## config.mk

```make
export PLATFORM = sky130hd
export DESIGN_NAME = xyd_route
export DESIGN_NICKNAME = d
export VERILOG_FILES = /design/src/hw/rtl/xyd_pkg.sv /design/src/hw/rtl/xyd_route.sv
export SDC_FILE = /design/constraint.sdc
export NUM_CORES = 1
export LEC_CHECK = 0
export ABC_AREA = 1
export BUFFER_PORTS_ARGS = -buffer_cell sky130_fd_sc_hd__buf_4
export CAP_MARGIN = 5
export CORE_MARGIN = 4
export CORE_UTILIZATION = 40
export DETAILED_ROUTE_END_ITERATION = 16
export PLACE_DENSITY = 0.69
export SYNTH_ARGS = -nofsm -noshare
export SYNTH_HDL_FRONTEND = slang
export SYNTH_SLANG_ARGS = --single-unit
export TNS_END_PERCENT = 5
```

## constraint.sdc

```tcl
create_clock -name vclk -period 18.7
set_input_delay 5.61 -clock vclk [all_inputs]
set_output_delay 5.61 -clock vclk [all_outputs]
set_load 0.02 [all_outputs]
```

## src/hw/rtl/xyd_pkg.sv

```systemverilog
// Package for the XY dimension-order express-link route unit.
// Holds item and configuration types, register indexes and reset values.
// No dependencies.
package xyd_pkg;

	// Mesh coordinates per dimension; a destination must lie below this bound
	localparam int MESH_SIZE = 16;
	// Default number of link indexes built per direction
	localparam int NUM_LINKS = 4;
	// Link indexes that the register map and the result mask provide
	localparam int LINK_MAX = 4;

	localparam int COORD_W = 4;
	localparam int LEN_W = 4;
	localparam int CNT_W = 3;
	localparam int PORT_W = 2;
	localparam int DIR_W = 2;
	localparam int CFG_IDX_W = 3;
	localparam int CFG_DATA_W = 4;

	typedef enum logic [CFG_IDX_W-1:0] {
		REG_OWN_X,
		REG_OWN_Y,
		REG_LINK_LEN_0,
		REG_LINK_LEN_1,
		REG_LINK_LEN_2,
		REG_LINK_LEN_3,
		REG_LINKS_IN_USE
	} reg_idx_t;

	typedef enum logic [DIR_W-1:0] {
		DIR_EAST,
		DIR_WEST,
		DIR_SOUTH,
		DIR_NORTH
	} dir_t;

	localparam logic [COORD_W-1:0] OWN_X_RST = '0;
	localparam logic [COORD_W-1:0] OWN_Y_RST = '0;
	localparam logic [LINK_MAX-1:0][LEN_W-1:0] LINK_LEN_RST = {4'd8, 4'd4, 4'd2, 4'd1};
	localparam logic [CNT_W-1:0] LINKS_IN_USE_RST = 3'd1;

	typedef struct packed {
		logic [COORD_W-1:0]                own_x;
		logic [COORD_W-1:0]                own_y;
		logic [LINK_MAX-1:0][LEN_W-1:0]    link_len;
		logic [CNT_W-1:0]                  links_in_use;
	} cfg_t;

	typedef struct packed {
		logic [COORD_W-1:0] dest_x;
		logic [COORD_W-1:0] dest_y;
		logic               start_dim;
		logic [PORT_W-1:0]  term_port;
	} req_t;

	typedef struct packed {
		logic                eject;
		logic [PORT_W-1:0]   eject_port;
		logic                route_dim;
		logic [DIR_W-1:0]    direction;
		logic [LINK_MAX-1:0] link_mask;
	} rsp_t;

endpackage

```

## src/hw/rtl/xyd_route.sv

```systemverilog
// Route decision for one registered request: dimension skip, ejection, direction, link mask.
// Depends on xyd_pkg.
module xyd_route import xyd_pkg::*; #(
	parameter int NUM_LINKS = xyd_pkg::NUM_LINKS
) (
	input  req_t req,
	input  cfg_t cfg,
	output rsp_t rsp
);

	localparam int LINK_CAP = (NUM_LINKS < LINK_MAX) ? NUM_LINKS : LINK_MAX;

	logic                eject;
	logic                dim;
	logic [COORD_W-1:0]  sel_dest;
	logic [COORD_W-1:0]  sel_own;
	logic                neg;
	logic [COORD_W-1:0]  offs;
	logic [CNT_W-1:0]    n_eff;
	logic [LINK_MAX-1:0] present;
	logic [LINK_MAX-1:0] fit;
	logic [LEN_W-1:0]    best;
	logic                in_mesh;

	always_comb begin
		// Skip X when it already matches; Y is the last dimension
		dim      = req.start_dim | (req.dest_x == cfg.own_x);
		eject    = dim & (req.dest_y == cfg.own_y);
		sel_dest = dim ? req.dest_y : req.dest_x;
		sel_own  = dim ? cfg.own_y : cfg.own_x;
		neg      = sel_dest < sel_own;
		offs     = neg ? (sel_own - sel_dest) : (sel_dest - sel_own);
		in_mesh  = int'(sel_dest) < MESH_SIZE;

		// Saturate the link count to the links that exist; a count of zero acts as one
		n_eff = (cfg.links_in_use == '0) ? CNT_W'(1) : cfg.links_in_use;
		if (int'(n_eff) > LINK_CAP) begin
			n_eff = CNT_W'(LINK_CAP);
		end

		best = '0;
		for (int j = 0; j < LINK_MAX; j++) begin
			present[j] = j < int'(n_eff);
			fit[j]     = present[j] && (cfg.link_len[j] <= offs);
			if (fit[j] && cfg.link_len[j] > best) begin
				best = cfg.link_len[j];
			end
		end

		rsp.eject      = eject;
		rsp.eject_port = eject ? req.term_port : '0;
		rsp.route_dim  = eject ? 1'b0 : dim;
		rsp.direction  = eject ? DIR_EAST : {dim, neg};
		for (int j = 0; j < LINK_MAX; j++) begin
			rsp.link_mask[j] = !eject && in_mesh && (|fit) && present[j]
				&& (cfg.link_len[j] == best);
		end
	end

endmodule

```

==> summary.txt, run 1 <==
Outcome
  • Status: finished, final reports clean

Synth
  • Synth top area cells: ha_1 23%, nand2_1 13%, inv_1 10%
  • Synthesized instance count: approximately 320
  • Synth top area share: 0.2261
  • Cell Area, Synth: about 0.0019 mm²
  • Avg Cell Area, Syn: just over 6 µm²
  • Synth warnings: 0
  • Commonest cells post-synth: 69 x nand2_1, 54 x inv_1, 36 x nand3_1, 35 x ha_1, 22 x nor2_1
  • Post-Syn Nets: between 300 and 400
  • Synth unique cells: 36
  • Most common cell in the netlist: nand2_1
  • Register area share after synthesis: 0
  • Area leader, netlist: ha_1

Floorplan
  • Die Wd: 77.59 µm
  • Die Span Y: roughly 78 µm
  • Initial Utilization: 0.4128
  • FP Rows: 25
  • I/O pin count: 48
  • Die area: 0.006019 mm²
  • Core area: between 0.004 and 0.005 mm²

Critical path
  • Levels on crit path: 54
  • Worst EP required: between 10 and 15 ns
  • Worst path bufs/invs: 11
  • CP arrival: between 10 and 15 ns
  • CP Capture Type: output port
  • Slowest stage delay, CP: about 0.4 ns
  • Cell family with most CP delay: simple AND/OR/NAND/NOR gates
  • CP Launch Type: input port
  • Worst-path fanout max: 7
  • Slowest-stage cell, CP: mux2_2
  • CP most frequent cell: nand2_1
  • Worst Path Class, Setup: input port to output port

Pwr
  • Total power: around 350 µW
  • Pwr dens: between 100 and 150 mW/mm²
  • Leak Pwr: ~0.0015 µW
  • Peak supply drop: ~0.038 mV

STA
  • F_max: between 50 and 60 MHz
  • Setup violators final: 0
  • Rel. slew slack: 0.7714
  • Worst Tran Pin Value: ~0.34 ns
  • Final hold violations: 0
  • Pins Over Slew Limit: 0
  • Fin crit period: between 15 and 20 ns
  • Crit share post-route: 0.9690

Worst hold path
  • Hold endpoint: rsp[7]
  • Hold Startpoint: req[0]
  • Hold Path Stages: 4
  • Worst Hold Class: input port to output port

Layout
  • Fin area: ~0.0026 mm²
  • Layout cells sized above 1: 0.3132
  • Num sequential: 0
  • Area grow syn2layout: 33.40%
  • FF+latch area: 0 µm²
  • Nets@finish: roughly 460
  • N_diodes: 0
  • Clk_buf instances: 0

Flow run
  • Max Cap Violations: 0

Global route
  • Initial antenna violation count: 0
  • Vias in the first global route: roughly 2000
  • Total gr overflow: 0
  • All-Layer GR Usage: 0.1619
  • First-pass GRT wire length: 8.376 mm
  • Largest net degree at the start of global routing: 16

Route
  • DRT Wirelength: about 5.3 mm
  • Number of DRC markers in iteration 0: 96
  • Detailed Routing Iterations Pass 1: 4
  • Vias per inst: around 5.1
  • Wire per inst: roughly 12 µm
  • Drt drc: 0
  • Via count: roughly 2200
  • Antenna-violating nets left: 0

Clock network
  • Post-CTS Hold Buffers: 0

Placed design
  • # port buffers: 48
  • Dpl hpwl: 4.413 mm
  • Placed Area: 0.002355 mm²
  • Final GP Congestion: roughly 0.90
cell usage in the layout (no fill, tap or decap), drive strengths merged, types with 7 or more instances in the layout:
cell | netlist | layout
nand2 | 79 | 80
buf | 5 | 66
inv | 57 | 56
nand3 | 47 | 47
ha | 35 | 35
nor2 | 25 | 25
a21oi | 15 | 15
nand4 | 12 | 12
o21ai | 11 | 11
xnor2 | 7 | 7
area by class of cell:
class | instances | area (µm²)
fillers | 467 | 2108
inverters | 58 | 227.7
multi-input cells | 256 | 1780
well taps | 54 | 67.56
repair buffers | 66 | 508.0
power by group:
group / total (µW) / internal [µW] / switching [µW] / leakage (µW)
Clock: 0 / 0 / 0 / 0
Combinational: 347 / 146 / 201 / 0.00146
Sequential: 0 / 0 / 0 / 0
Total: 347 / 146 / 201 / 0.00146
worst max-delay path by stage:
stage,from,to
5_1_grt,cfg[26],rsp[0]
3_3_place_gp,req[7],rsp[0]
6_report,cfg[26],rsp[0]
3_5_place_dp,req[7],rsp[0]
2_1_floorplan,req[7],rsp[1]
4_1_cts,req[7],rsp[0]
logic make-up (layout without fill, tap and decap cells):
kind of cell | count (synthesis) | in the layout | share of synthesized area
xor gates and xnor gates | 10 | 10 | 0.04522
buffers and inverters | 63 | 124 | 0.1292
and+or+nand+nor | 174 | 175 | 0.4632
muxes | 3 | 3 | 0.01615
adders and majority gates | 37 | 37 | 0.2468
AOI/OAI and AO/OA | 31 | 31 | 0.09949
per-layer routing:
metal | vias to the layer above | global-route usage | wire length (µm) | share of wire
met5 | - | 0 | 0 | 0
met4 | 0 | 0.02491 | 44 | 0.0084
met3 | 4 | 0.008121 | 275 | 0.052
met2 | 72 | 0.2945 | 2664 | 0.51
met1 | 962 | 0.2122 | 2280 | 0.43
li1 | 1173 | - | - | -
what timing repair did:
action	CTS	global route
setup buffers	0	15
setup endpoints to repair	0	4
resized for setup	0	25
stage by stage:
stage | TNS (ns) | instances | hold slack, ns | utilization | setup slack (ns)
finish | 0 | 434 | 11.55 | 0.5507 | 0.5792
global route | -0.01318 | 434 | 11.57 | 0.5507 | -0.01318
CTS | 0 | 418 | 11.55 | 0.5019 | 0.06973
detailed placement | 0 | 418 | 11.55 | 0.5019 | 0.07680
global placement | 0 | 418 | 11.55 | 0.5019 | 0.1521
floorplan | 0 | 318 | 11.34 | - | 0.7174
Note: power is estimated with default switching activity, not from simulation.
==> run 2: changes to the inputs <==
- ABC_AREA: 1 -> default
- PLACE_DENSITY: 0.69 -> 0.7
==> summary.txt, run 2 <==
Critical path
  • Worst Path Class, Setup: input port to output port
  • Slowest-stage cell, CP: o41a_1
  • Slowest stage delay, CP: about 0.45 ns
  • CP Launch Type: input port
  • CP Capture Type: output port
  • CP arrival: about 13 ns
  • Worst EP required: roughly 13 ns
  • Worst-path fanout max: 5
  • CP most frequent cell: ha_4

Synth
  • Synth warnings: 0
  • Avg Cell Area, Syn: between 7 and 8 µm²
  • Register area share after synthesis: 0
  • Synth top area share: 0.2542
  • Synth unique cells: 49
  • Most common cell in the netlist: ha_1
  • Commonest cells post-synth: 35 x ha_1, 16 x inv_1, 16 x xnor2_1, 15 x a21oi_1, 14 x nand2_1
  • Area leader, netlist: ha_1
  • Post-Syn Nets: 297
  • Synth top area cells: ha_1 25%, xnor2_1 8.1%, a21oi_1 4.4%
  • Cell Area, Synth: approximately 0.0017 mm²
  • Synthesized instance count: around 220

Floorplan
  • Initial Utilization: 0.4216
  • Core area: roughly 0.0041 mm²
  • Die Wd: between 70 and 80 µm
  • FP Rows: 23
  • Die Span Y: around 74 µm
  • Die area: about 0.0054 mm²
  • I/O pin count: 48

Layout
  • Commonest non-fill, non-tap cells in the layout: 87 x buf_4, 26 x ha_1, 14 x inv_1, 13 x a21oi_1
  • Layout cells sized above 1: 0.4887
  • Area grow syn2layout: 65.50%
  • N_diodes: 0
  • Num sequential: 0
  • Nets@finish: ~390
  • FF+latch area: 0 µm²
  • Area occupied by multi-input gates: around 0.0020 mm²
  • Non-filler instance count after layout: ~360
  • Most common cell after layout, fill and taps aside: buf_4
  • Fin area: between 0.002 and 0.003 mm²
  • Filler cells: 336
  • Clk_buf instances: 0
  • Post-layout util: 0.6978

STA
  • Pins Over Slew Limit: 0
  • Crit share post-route: 1.006
  • Worst Tran Pin Value: 0.3620 ns
  • Total negative setup slack: -0.1165 ns
  • Setup violators final: 1
  • Final setup margin: -0.1165 ns
  • RSZ-0062 raised after global routing: yes
  • Final hold violations: 0
  • Rel. slew slack: 0.7568
  • Fin crit period: ~19 ns
  • F_max: 53.14 MHz

Global route
  • First-pass GRT wire length: about 8.8 mm
  • All-Layer GR Usage: 0.2007
  • Total gr overflow: 0
  • Initial antenna violation count: 0
  • Largest net degree at the start of global routing: 9
  • Vias in the first global route: between 1500 and 2000

Pwr
  • Clock power frac: 0
  • Peak supply drop: between 0.06 and 0.07 mV
  • Logic pwr share: 1.000
  • Switching power: between 150 and 200 µW
  • Pwr dens: ~140 mW/mm²
  • Internal: about 200 µW
  • Reg power frac: 0
  • Leak Pwr: 0.001320 µW
  • Switching part of the total: 0.4877

Route
  • Antenna-violating nets left: 0
  • Via count: approximately 2000
  • Vias per inst: between 5 and 6
  • Wire per inst: about 16 µm
  • Detailed Routing Iterations Pass 1: 4
  • DRT Wirelength: between 5 and 6 mm
  • Drt drc: 0
  • Number of DRC markers in iteration 0: 122

Worst hold path
  • Worst Hold Class: input port to output port

Placed design
  • # port buffers: 48
  • Setup WS pre-CTS: -0.3210 ns
  • # placed instances: ~350
  • Placed Area: between 0.002 and 0.003 mm²
  • Dpl hpwl: roughly 4.6 mm
  • Final GP Congestion: slightly above 0.9

Clock network
  • Post-CTS Hold Buffers: 0

Outcome
  • Status: complete, but fails checks
  • Failing checks: negative setup slack

Flow run
  • Max Cap Violations: 0
-- run 2: area by class of cell --
class | instances | share of cell area
inverters | 16 | 0.02106
multi-input cells | 200 | 0.6950
repair buffers | 95 | 0.2620
well taps | 50 | 0.02194
-- run 2: what timing repair did --
action                                  in CTS  in global routing
endpoints found under the setup margin       4                  4
gates resized for setup                     12                 43
buffers inserted                             4                  3
pin swaps                                   15                 38
-- run 2: worst paths after layout --
path / startpoint / to / slack, ns / cells after the start
max: cfg[25] / rsp[0] / -0.12 / 39
min: req[1] / rsp[8] / 11.53 / 3
-- run 2: power groups by stage --
stage          logic, µW  registers (µW)  clock network [µW]
6_report             385               0                   0
5_1_grt              421               0                   0
4_1_cts              343               0                   0
3_5_place_dp         319               0                   0
3_3_place_gp         313               0                   0
2_1_floorplan        216               0                   0
-- run 2: kinds of logic after synthesis --
group                    Yosys count  synth area share
XOR/XNOR                          22            0.1118
buffers and inverters             22           0.05737
multiplexers                      13           0.07988
AND/OR/NAND/NOR                   71            0.2266
adder cells (fa/ha/maj)           37            0.2774
AO/OA/AOI/OAI                     57            0.2469
-- run 2: per-layer routing --
layer,vias up,share of wire,track usage
met5,-,0,0
met4,0,0.016,0.02616
met3,8,0.048,0.005472
met2,57,0.54,0.3770
met1,950,0.40,0.2579
li1,1009,-,-
-- run 2: worst max-delay path, delay by kind of cell --
| family | cells | cell delay, ns |
|---|---|---|
| buf+inv | 6 | 0.70 |
| mux | 1 | 0.26 |
| compound gates | 13 | 2.90 |
| xor+xnor | 2 | 0.30 |
| simple gates | 12 | 2.22 |
| fa+ha+maj | 5 | 1.21 |
-- run 2: through the flow --
step | hold WS [ns] | total power, µW
6_report | 11.53 | 385.0
5_1_grt | 11.53 | 420.8
4_1_cts | 11.53 | 343.3
3_5_place_dp | 11.53 | 319.1
3_3_place_gp | 11.53 | 312.9
2_1_floorplan | 11.40 | 216.4
