### src/hw/rtl/xyd_pkg.sv
// Package for the XY dimension-order express-link route unit.
// Holds item and configuration types, register indexes and reset values.
// No dependencies.
package xyd_pkg;

	// Mesh coordinates per dimension; a destination must lie below this bound
	localparam int MESH_SIZE = 16;
	// Default number of link indexes built per direction
	localparam int NUM_LINKS = 4;
	// Link indexes that the register map and the result mask provide
	localparam int LINK_MAX = 4;

	localparam int COORD_W = 4;
	localparam int LEN_W = 4;
	localparam int CNT_W = 3;
	localparam int PORT_W = 2;
	localparam int DIR_W = 2;
	localparam int CFG_IDX_W = 3;
	localparam int CFG_DATA_W = 4;

	typedef enum logic [CFG_IDX_W-1:0] {
		REG_OWN_X,
		REG_OWN_Y,
		REG_LINK_LEN_0,
		REG_LINK_LEN_1,
		REG_LINK_LEN_2,
		REG_LINK_LEN_3,
		REG_LINKS_IN_USE
	} reg_idx_t;

	typedef enum logic [DIR_W-1:0] {
		DIR_EAST,
		DIR_WEST,
		DIR_SOUTH,
		DIR_NORTH
	} dir_t;

	localparam logic [COORD_W-1:0] OWN_X_RST = '0;
	localparam logic [COORD_W-1:0] OWN_Y_RST = '0;
	localparam logic [LINK_MAX-1:0][LEN_W-1:0] LINK_LEN_RST = {4'd8, 4'd4, 4'd2, 4'd1};
	localparam logic [CNT_W-1:0] LINKS_IN_USE_RST = 3'd1;

	typedef struct packed {
		logic [COORD_W-1:0]                own_x;
		logic [COORD_W-1:0]                own_y;
		logic [LINK_MAX-1:0][LEN_W-1:0]    link_len;
		logic [CNT_W-1:0]                  links_in_use;
	} cfg_t;

	typedef struct packed {
		logic [COORD_W-1:0] dest_x;
		logic [COORD_W-1:0] dest_y;
		logic               start_dim;
		logic [PORT_W-1:0]  term_port;
	} req_t;

	typedef struct packed {
		logic                eject;
		logic [PORT_W-1:0]   eject_port;
		logic                route_dim;
		logic [DIR_W-1:0]    direction;
		logic [LINK_MAX-1:0] link_mask;
	} rsp_t;

endpackage

### src/hw/rtl/xyd_cfg.sv
// Configuration register file of the route unit: coordinates, link spans, link count.
// Depends on xyd_pkg.
module xyd_cfg import xyd_pkg::*; #(
	parameter int NUM_LINKS = xyd_pkg::NUM_LINKS
) (
	input  logic                  clk,
	input  logic                  arst_n,
	input  logic                  cfg_we,
	input  logic [CFG_IDX_W-1:0]  cfg_idx,
	input  logic [CFG_DATA_W-1:0] cfg_wdata,
	output cfg_t                  cfg
);

	localparam int LINK_CAP = (NUM_LINKS < LINK_MAX) ? NUM_LINKS : LINK_MAX;

	logic [COORD_W-1:0] own_x_q;
	logic [COORD_W-1:0] own_y_q;
	logic [CNT_W-1:0]   links_in_use_q;

	always_ff @(posedge clk or negedge arst_n) begin
		if (!arst_n) begin
			own_x_q        <= OWN_X_RST;
			own_y_q        <= OWN_Y_RST;
			links_in_use_q <= LINKS_IN_USE_RST;
		end else if (cfg_we) begin
			case (cfg_idx)
				REG_OWN_X:        own_x_q        <= cfg_wdata[COORD_W-1:0];
				REG_OWN_Y:        own_y_q        <= cfg_wdata[COORD_W-1:0];
				REG_LINKS_IN_USE: links_in_use_q <= cfg_wdata[CNT_W-1:0];
				default: ;
			endcase
		end
	end

	// Only the link indexes that exist get a span register
	for (genvar j = 0; j < LINK_MAX; j++) begin : g_len
		if (j < LINK_CAP) begin : g_reg
			logic [LEN_W-1:0] len_q;
			always_ff @(posedge clk or negedge arst_n) begin
				if (!arst_n) begin
					len_q <= LINK_LEN_RST[j];
				end else if (cfg_we && cfg_idx == CFG_IDX_W'(int'(REG_LINK_LEN_0) + j)) begin
					len_q <= cfg_wdata[LEN_W-1:0];
				end
			end
			assign cfg.link_len[j] = len_q;
		end else begin : g_none
			assign cfg.link_len[j] = '0;
		end
	end

	assign cfg.own_x        = own_x_q;
	assign cfg.own_y        = own_y_q;
	assign cfg.links_in_use = links_in_use_q;

endmodule

### config.mk
export PLATFORM = sky130hd
export DESIGN_NAME = xyd_cfg
export DESIGN_NICKNAME = d
export VERILOG_FILES = /design/src/hw/rtl/xyd_pkg.sv /design/src/hw/rtl/xyd_cfg.sv
export SDC_FILE = /design/constraint.sdc
export NUM_CORES = 1
export LEC_CHECK = 0
export BUFFER_PORTS_ARGS = -buffer_cell sky130_fd_sc_hd__buf_4
export CORE_ASPECT_RATIO = 1.75
export CORE_UTILIZATION = 48
export CTS_CLUSTER_DIAMETER = 200
export CTS_CLUSTER_SIZE = 10
export DETAILED_ROUTE_END_ITERATION = 10
export GPL_TIMING_DRIVEN = 0
export HOLD_SLACK_MARGIN = 0.06
export PLACE_DENSITY_LB_ADDON = 0.1
export SLEW_MARGIN = 15
export SYNTH_ARGS = -nofsm -noshare
export SYNTH_HDL_FRONTEND = slang
export SYNTH_SLANG_ARGS = --single-unit
### constraint.sdc
create_clock -name clk -period 1 [get_ports clk]
set_input_delay 0.05 -clock clk [delete_from_list [all_inputs] [get_ports clk]]
set_output_delay 0.05 -clock clk [all_outputs]
set_load 0.05 [all_outputs]
==> results.sh, run 1 <==
export IMPL_status="finished with violations"
export IMPL_violations="negative setup slack"
export IMPL_pre_cts_slack_ns=-0.112
export IMPL_coreArea_um2=2150
export IMPL_worstSetupEndpointType="output port"
export IMPL_min_path_type="input pin to asynchronous set/reset pin"
export IMPL_reg2reg_to="g_len[0].g_reg.len_q[2]"
export IMPL_antennaDiodeCount=0
export IMPL_required_ns=0.95
export IMPL_place_congestion=0.685
export IMPL_initial_core_util_pct=52.6
export IMPL_vdd_drop_max_mv=1.56
export IMPL_clk_latency_ns=0.31
export IMPL_tns_ns=-0.385
export IMPL_die_width_um=38.7
export IMPL_grt_pass1_vias=771
export IMPL_nFillCells=142
export IMPL_async_reset_ff_share_pct=100
export IMPL_die_height_um=66.2
export IMPL_yosysTopAreaCellShare_pct=48.7
export IMPL_path_class="flop to output port"
export IMPL_detail_route_wl_per_cell_um=16.7
export IMPL_cp_cell_sequence="buf_8"
export IMPL_track_usage_pct=19.6
export IMPL_r2r_start="g_len[0].g_reg.len_q[2]"
export IMPL_worst_setup_path_start_kind="flop"
export IMPL_critical_path_max_stage_delay_ns=0.57
export IMPL_numCtsBuffers=3
export IMPL_drt_initial_drc_count=8
export IMPL_antenna_found_initial=0
export IMPL_r2r_setup_slack_ns=0.08
export IMPL_syn2layout_area_growth_pct=44.6
export IMPL_post_route_period_util_pct=108
export IMPL_placed_area_um2=1430
export IMPL_cp_arrival_ns=1.03
export IMPL_crit_buf_inv=1
export IMPL_synth_seq_cells=27
export IMPL_finalHoldViolations=0
export IMPL_nNetsFinal=124
export IMPL_rsz0062_at_grt="true"
export IMPL_finalInstanceArea_um2=1630
export IMPL_p_leak_uw=0.000757
export IMPL_min_period_ns=1.08
export IMPL_syn_inst=61
export IMPL_drc=0
export IMPL_worstMarginPinSlew_ns=0.382
export IMPL_drt_wl_total_um=2290
export IMPL_num_rows=22
export IMPL_yosysSeqAreaShare_pct=60.4
export IMPL_synth_common_cells="dfrtp_1, mux2_2, mux2_4"
export IMPL_netlist_area_um2=1130
export IMPL_dp_cells=121
export IMPL_final_layout_size_suffix_gt1_share_pct=72.6
export IMPL_yosysMostFrequentCell="dfrtp_1"
export IMPL_cts_root_buffer="clkbuf_4"
export IMPL_synth_warnings=0
export IMPL_firstDrtPassIters=4
export IMPL_yosysUniqueCellTypes=7
export IMPL_crit_family="flip-flops"
export IMPL_setup_viol=5
export IMPL_finalClockSkew_ns=0
export IMPL_relSlewSlack_pct=74.5
export IMPL_final_cell_count_no_fill=137
export IMPL_vias=741
export IMPL_slowest_stage="dfstp_2"
export IMPL_io_buffers=36
export IMPL_pin_count=37
export IMPL_maxCapViolCount=0
export IMPL_critical_path_max_fanout=2
export IMPL_cts_max_level=1
export IMPL_synth_edff_count=0
export IMPL_yosysTopAreaCell="dfrtp_1"
export IMPL_grt_pass1_wl_um=3510
export IMPL_avgSynthCellArea_um2=18.5
export IMPL_fin_ws_ns=-0.0806
export IMPL_clock_sinks=27
export IMPL_slew_violations=0
export IMPL_grt_max_degree=28
export IMPL_synthFlopType="dfrtp_1"
export IMPL_antenna_left=0
export IMPL_overflow=0
export IMPL_hpwl_um=1500
export IMPL_dieArea_um2=2560
export IMPL_path_clk_slew_ns=0.13
export IMPL_cts_buffer_depth=2
export IMPL_clock_fmax_mhz=925
export IMPL_viasPerCell=5.41
export IMPL_syn_nets=71
export IMPL_reg2regPathDepth=2
export IMPL_synth_area_leaders="dfrtp_1, mux2_4, mux2_2"
export IMPL_power_density_nw_per_um2=2380
export IMPL_tritoncts="yes"
registers in the layout, indices dropped and copies added (netlist names):
name and cells:
own_x_q 4, links_in_use_q 3, own_y_q 4, g_len.g_reg.len_q 16
repair_timing:
action / 4_1_cts / 5_1_grt
hold buffers: 5 / 0
hold endpoints to repair: 54 / 0
gates resized for setup: 9 / 11
setup buffers: 1 / 6
endpoints found under the setup margin: 5 / 16
routing by layer:
layer	GRT usage (%)	up-vias	share of wire, %	wire (µm)
met5	0	-	0	0
met4	9.05	0	1.4	32
met3	2.36	4	4.7	108
met2	30.6	28	52	1180
met1	26.4	378	42	967
li1	-	331	-	-
power by group:
part	switching [µW]	total (µW)	internal, µW
registers	166	1530	1370
clock network	289	445	156
logic	1120	1910	786
total	1570	3880	2310
worst max path at each step:
| stage | endpoint | cells after the start | start | slack, ns |
|---|---|---|---|---|
| floorplan | g_len[0].g_reg.len_q[1] | 1 | g_len[0].g_reg.len_q[1] | 0.006 |
| global placement | own_x_q[3] | 3 | cfg_idx[0] | -0.11 |
| detailed placement | own_x_q[1] | 3 | cfg_idx[0] | -0.11 |
| CTS | cfg[3] | 1 | g_len[0].g_reg.len_q[0] | -0.1 |
| global route | cfg[3] | 1 | g_len[0].g_reg.len_q[0] | -0.12 |
| finish | cfg[18] | 1 | g_len[3].g_reg.len_q[3] | -0.08 |
layout by cell type, fill, tap and decap left out:
cell type / instances
buf_6: 10
mux2_2: 15
nand4b_1: 3
dlygate4sd3_1: 5
dfrtp_1: 22
clkbuf_1: 1
clkbuf_4: 3
nor4b_4: 1
mux2_4: 12
dfstp_2: 5
buf_8: 5
and4bb_4: 3
buf_4: 28
logic make-up after synthesis:
logic type	share of synthesized area, %
mux	30.9
simple gates	8.75
flops	60.4
through the flow:
stage / util (%) / hold slack (ns) / power (µW)
6_report: 76.1 / 0.161 / 3880
5_1_grt: 76.1 / 0.160 / 4040
4_1_cts: 72.1 / 0.150 / 3760
3_5_place_dp: 66.6 / -0.0199 / 3200
3_3_place_gp: 66.6 / -0.0294 / 3170
2_1_floorplan: - / -0.246 / 2670
worst reg2reg max path, cell delays in order, from the launching register on:
cell and delay (ns):
dfrtp_1 0.42, buf_4 0.14, mux2_4 0.26
area by class of cell:
class / count / area [µm²] / area share [%]
sequential: 27 / 682 / 41.7
clock buffer: 4 / 26.3 / 1.61
tap: 24 / 30.0 / 1.84
timing repair buffer: 48 / 448 / 27.4
multi-input combinational: 34 / 448 / 27.4
Power figures use the tool's default switching activity.
==> run 2: changes to the inputs <==
--- a/config.mk
+++ b/config.mk
@@ -16,2 +16,3 @@
 export PLACE_DENSITY_LB_ADDON = 0.1
+export SETUP_SLACK_MARGIN = 0.2
 export SLEW_MARGIN = 15
--- a/constraint.sdc
+++ b/constraint.sdc
@@ -3,2 +3,2 @@
 set_output_delay 0.05 -clock clk [all_outputs]
-set_load 0.05 [all_outputs]
+set_load 0.02 [all_outputs]
==> run 2 against run 1 <==
The flow still finishes with violations (negative setup slack). Die area unchanged. Global-route usage up 3.6 points. Worst hold slack worse by 0.042 ns. Utilization up 7.8 points. Wire length up 8.5%. Clock power up 9.0%. Flip-flop and latch count unchanged. Highest routed layer unchanged.
==> results.sh, run 2 (synthesis results as in run 1) <==
export IMPL_status="finished with violations"
export IMPL_violations="negative setup slack"
export IMPL_final_layout_size_suffix_gt1_share_pct=89.8
export IMPL_dieArea_um2=2560
export IMPL_clk_latency_ns=0.33
export IMPL_vdd_drop_max_mv=1.82
export IMPL_cp_arrival_ns=1.02
export IMPL_coreArea_um2=2150
export IMPL_numCtsBuffers=3
export IMPL_track_usage_pct=23.1
export IMPL_worstMarginPinSlew_ns=0.372
export IMPL_cts_buffer_depth=2
export IMPL_hpwl_um=1540
export IMPL_r2r_start="links_in_use_q[0]"
export IMPL_crit_family="flip-flops"
export IMPL_die_width_um=38.7
export IMPL_path_clk_slew_ns=0.15
export IMPL_viasPerCell=5.28
export IMPL_num_rows=22
export IMPL_reg2reg_to="links_in_use_q[0]"
export IMPL_drt_initial_drc_count=15
export IMPL_seqPwrFrac_pct=44.0
export IMPL_critical_path_max_stage_delay_ns=0.57
export IMPL_final_cell_mix="buf_6, mux2_4, dfrtp_2"
export IMPL_rsz0062_at_grt="true"
export IMPL_p_switching_uw=1110
export IMPL_cp_cell_sequence="buf_6"
export IMPL_required_ns=0.95
export IMPL_power_density_nw_per_um2=2010
export IMPL_slowest_stage="dfstp_2"
export IMPL_pwr_share_comb_pct=42.6
export IMPL_fin_ws_ns=-0.0681
export IMPL_crit_end="cfg[13]"
export IMPL_cts_root_buffer="clkbuf_4"
export IMPL_critical_path_max_fanout=2
export IMPL_nNetsFinal=129
export IMPL_crit_path_start="g_len[2].g_reg.len_q[2]"
export IMPL_finalPower_uw=3630
export IMPL_worst_setup_path_start_kind="flop"
export IMPL_min_period_ns=1.07
export IMPL_r2r_setup_slack_ns=0.08
export IMPL_grt_pass1_wl_um=4090
export IMPL_slew_violations=0
export IMPL_grt_pass1_vias=838
export IMPL_clock_sinks=27
export IMPL_path_class="flop to output port"
export IMPL_p_sw_share_pct=30.7
export IMPL_largest_reg_flops=16
export IMPL_crit_buf_inv=1
export IMPL_reg2regPathDepth=3
export IMPL_worst_path_stages=1
export IMPL_vias=750
export IMPL_grt_max_degree=28
export IMPL_antenna_found_initial=0
export IMPL_maxCapViolCount=0
export IMPL_finalHoldWorstSlack_ns=0.119
export IMPL_die_height_um=66.2
export IMPL_finalClockSkew_ns=0
export IMPL_initial_core_util_pct=52.6
export IMPL_clock_fmax_mhz=936
export IMPL_tritoncts="yes"
export IMPL_p_int_uw=2510
export IMPL_antennaDiodeCount=0
export IMPL_mostFrequentLayoutCell="buf_6"
export IMPL_pin_count=37
export IMPL_overflow=0
export IMPL_relSlewSlack_pct=75.1
export IMPL_worstSetupEndpointType="output port"
export IMPL_cts_max_level=1
export IMPL_drc=0
export IMPL_detail_route_wl_per_cell_um=17.5
export IMPL_syn2layout_area_growth_pct=59.4
export IMPL_p_leak_uw=0.000833
export IMPL_finalHoldViolations=0
export IMPL_setup_viol=5
export IMPL_firstDrtPassIters=4
export IMPL_power_frac_clock_pct=13.4
export IMPL_min_path_type="input pin to flop"
export IMPL_io_buffers=36
export IMPL_post_route_period_util_pct=107
export IMPL_pre_cts_slack_ns=-0.0940
export IMPL_antenna_left=0
export IMPL_drt_wl_total_um=2480
export IMPL_reg_top3="g_len.g_reg.len_q x16, own_x_q x4, own_y_q x4"
export IMPL_largest_register="g_len.g_reg.len_q"
export IMPL_place_congestion=0.671
==> run 2: changes by cell type in the layout (fill, tap and decap cells not counted), moves of 10 or more <==
cell | previous run | this run
dfrtp_2 | 0 | 18
buf_4 | 28 | 10
mux2_2 | 15 | 5
dfrtp_1 | 22 | 4
buf_6 | 10 | 38
mux2_4 | 12 | 22
==> run 2: final cells by class <==
class | count | area, µm²
multi-input combinational | 34 | 485
fill | 116 | 347
sequential | 27 | 704
clock inverter | 1 | 5.00
timing repair buffer | 53 | 553
clock buffer | 3 | 22.5
tap | 24 | 30.0
==> run 2: power by group through the flow <==
stage / Clock, µW / Combinational, µW / Sequential [µW]
after floorplan: 0 / 341 / 1850
after global placement: 0 / 1130 / 1540
after detailed placement: 0 / 1150 / 1550
after CTS: 489 / 1530 / 1590
after global routing: 526 / 1620 / 1620
final: 485 / 1540 / 1600
==> run 2: worst min-delay path by stage <==
| stage | start | to | cells past startpoint |
|---|---|---|---|
| floorplan | arst_n | g_len[0].g_reg.len_q[1] | 0 |
| global placement | arst_n | g_len[3].g_reg.len_q[2] | 1 |
| detailed placement | arst_n | g_len[3].g_reg.len_q[2] | 1 |
| CTS | cfg_idx[0] | own_x_q[0] | 3 |
| global route | cfg_idx[2] | own_x_q[3] | 3 |
| finish | cfg_idx[1] | own_x_q[3] | 3 |
==> run 2: metal layers <==
layer	vias to the layer above	part of all wire (%)	track usage, %
li1	339	-	-
met1	381	41	28.0
met2	26	53	38.1
met3	4	5.0	4.38
met4	0	1.8	10.3
met5	-	0	0
==> run 2: through the flow <==
step	instance area (µm²)	util [%]	instances	setup TNS, ns
2_1_floorplan	1180	-	61	0
3_3_place_gp	1480	69.1	121	-0.505
3_5_place_dp	1480	69.1	121	-0.738
4_1_cts	1790	83.2	141	-0.323
5_1_grt	1800	83.9	142	-0.429
6_report	1800	83.9	142	-0.316
==> run 2: timing repair <==
action / CTS / global route
hold buffers: 5 / 0
gates resized for setup: 38 / 2
endpoints found under the hold margin: 54 / 0
setup buffers: 11 / 1
setup endpoints to repair: 29 / 46
==> run 3: changes to the inputs <==
CELL_PAD_IN_SITES_DETAIL_PLACEMENT = 0   (was default)
CELL_PAD_IN_SITES_GLOBAL_PLACEMENT = 1   (was default)
CORE_UTILIZATION = 40   (was 48)
==> run 3 against run 2 <==
The run now ends clean. Flip-flop and latch count unchanged. Combinational power down 14%. Critical path depth unchanged. First-iteration DRC count unchanged. Die area up 19%. Wire length down 8.4%. Cell count down 8.5%. Maximum frequency up 8.9%. Register-to-register slack better by 0.12 ns. Via count down 8.9%. Clock power up 24%. Global-route usage down 6.5 points.
==> results.sh, run 3 (synthesis results as in run 1) <==
export IMPL_critical_path_max_stage_delay_ns=0.55
export IMPL_cp_cell_sequence="buf_6"
export IMPL_critical_path_max_fanout=2
export IMPL_finalClockSkew_ns=0
export IMPL_required_ns=0.95
export IMPL_cp_arrival_ns=0.93
export IMPL_tritoncts="yes"
export IMPL_cts_root_buffer="clkbuf_8"
export IMPL_vias=683
export IMPL_setup_viol=0
export IMPL_grt_pass1_wl_um=3830
export IMPL_antenna_found_initial=0
export IMPL_finalInstanceArea_um2=1670
export IMPL_coreArea_um2=2690
export IMPL_grt_max_degree=28
export IMPL_placed_area_um2=1490
export IMPL_path_clk_slew_ns=0.09
export IMPL_fin_ws_ns=0.0193
export IMPL_antennaDiodeCount=0
export IMPL_viasPerCell=5.25
export IMPL_grt_pass1_vias=721
export IMPL_initial_core_util_pct=42.0
export IMPL_clk_latency_ns=0.26
export IMPL_finalHoldViolations=0
export IMPL_largest_reg_flops=16
export IMPL_reg_top3="g_len.g_reg.len_q x16, own_x_q x4, own_y_q x4"
export IMPL_cts_max_level=1
export IMPL_clock_fmax_mhz=1020
export IMPL_worstSetupEndpointType="output port"
export IMPL_crit_buf_inv=1
export IMPL_firstDrtPassIters=4
export IMPL_detail_route_wl_per_cell_um=17.5
export IMPL_crit_family="flip-flops"
export IMPL_worst_setup_path_start_kind="flop"
export IMPL_die_width_um=42.2
export IMPL_maxCapViolCount=0
export IMPL_nNetsFinal=114
export IMPL_drt_initial_drc_count=15
export IMPL_final_cell_mix="buf_6, mux2_4, dfrtp_2"
export IMPL_numCtsBuffers=3
export IMPL_antenna_left=0
export IMPL_num_rows=25
export IMPL_min_period_ns=0.981
export IMPL_largest_register="g_len.g_reg.len_q"
export IMPL_die_height_um=72.3
export IMPL_io_buffers=36
export IMPL_final_layout_size_suffix_gt1_share_pct=92.2
export IMPL_path_class="flop to output port"
export IMPL_track_usage_pct=16.6
export IMPL_vdd_drop_max_mv=1.10
export IMPL_dieArea_um2=3050
export IMPL_pre_cts_slack_ns=-0.102
export IMPL_syn2layout_area_growth_pct=47.8
export IMPL_mostFrequentLayoutCell="buf_6"
export IMPL_overflow=0
export IMPL_slowest_stage="dfstp_2"
export IMPL_cts_buffer_depth=2
export IMPL_drc=0
export IMPL_post_route_period_util_pct=98.1
export IMPL_worstMarginPinSlew_ns=0.340
export IMPL_relSlewSlack_pct=77.3
export IMPL_min_path_type="input pin to flop"
export IMPL_rsz0062_at_grt="true"
export IMPL_power_density_nw_per_um2=2090
export IMPL_slew_violations=0
export IMPL_clock_sinks=27
export IMPL_pin_count=37
export IMPL_status="completed"
export IMPL_drt_wl_total_um=2270
export IMPL_p_leak_uw=0.000763
export IMPL_place_congestion=0.687
## run 3: cell count changes in the layout (fill, tap and decap cells not counted)
cell	before	now
buf_4	10	9
mux2_4	22	24
clkbuf_8	0	3
dlygate4sd3_1	5	1
clkbuf_4	3	0
mux2_2	5	3
buf_6	38	28
## run 3: cell type report
type,instances,area (µm²)
tap,27,33.8
clock buffer,3,41.3
multi-input combinational,34,493
clock inverter,1,5.00
timing repair buffer,38,393
sequential,27,704
fill,218,1020
## run 3: path summary, 6_finish.rpt
check	start	end	slack [ns]	cells after the start
setup / recovery	g_len[0].g_reg.len_q[0]	cfg[3]	0.02	1
hold / removal	cfg_wdata[3]	own_y_q[3]	0.07	2
setup reg to reg	g_len[2].g_reg.len_q[0]	g_len[2].g_reg.len_q[0]	0.20	1
hold reg to reg	own_y_q[2]	own_y_q[2]	0.53	1
max in group asynchronous	arst_n	g_len[0].g_reg.len_q[0]	0.47	2
min in group asynchronous	arst_n	own_y_q[1]	0.23	2
## run 3: routing by layer
layer | wire, µm | part of all wire, % | global-route usage (%) | up-vias
met3 | 89 | 3.9 | 2.49 | 2
met2 | 1150 | 51 | 27.0 | 22
met5 | 0 | 0 | 0 | -
met1 | 1010 | 44 | 22.4 | 351
li1 | - | - | - | 308
met4 | 23 | 1.0 | 6.25 | 0
## run 3: power breakdown
part / internal (µW) / total (µW) / switching, µW / leakage [µW]
combinational: 787 / 1320 / 532 / 0.000441
sequential: 1400 / 1580 / 184 / 0.000297
clock: 278 / 600 / 322 / 0.0000255
total: 2460 / 3500 / 1040 / 0.000763
## run 3: timing repair
action | 4_1_cts | 5_1_grt
gates cloned | 0 | 0
buffers inserted | 1 | 0
endpoints found under the hold margin | 27 | 0
setup endpoints to repair | 31 | 45
hold buffers | 1 | 0
gates resized for setup | 28 | 4
pin swaps | 1 | 1
## run 3: through the flow
step | power (µW) | TNS, ns | util (%) | std cells | hold WS [ns]
finish | 3500 | 0 | 62.1 | 130 | 0.0698
global route | 3650 | -0.0228 | 62.1 | 130 | 0.0735
CTS | 3520 | 0 | 61.5 | 130 | 0.0699
detailed placement | 2700 | -0.873 | 55.3 | 124 | -0.0177
global placement | 2680 | -0.627 | 55.3 | 124 | -0.0214
floorplan | 2190 | 0 | - | 61 | -0.246
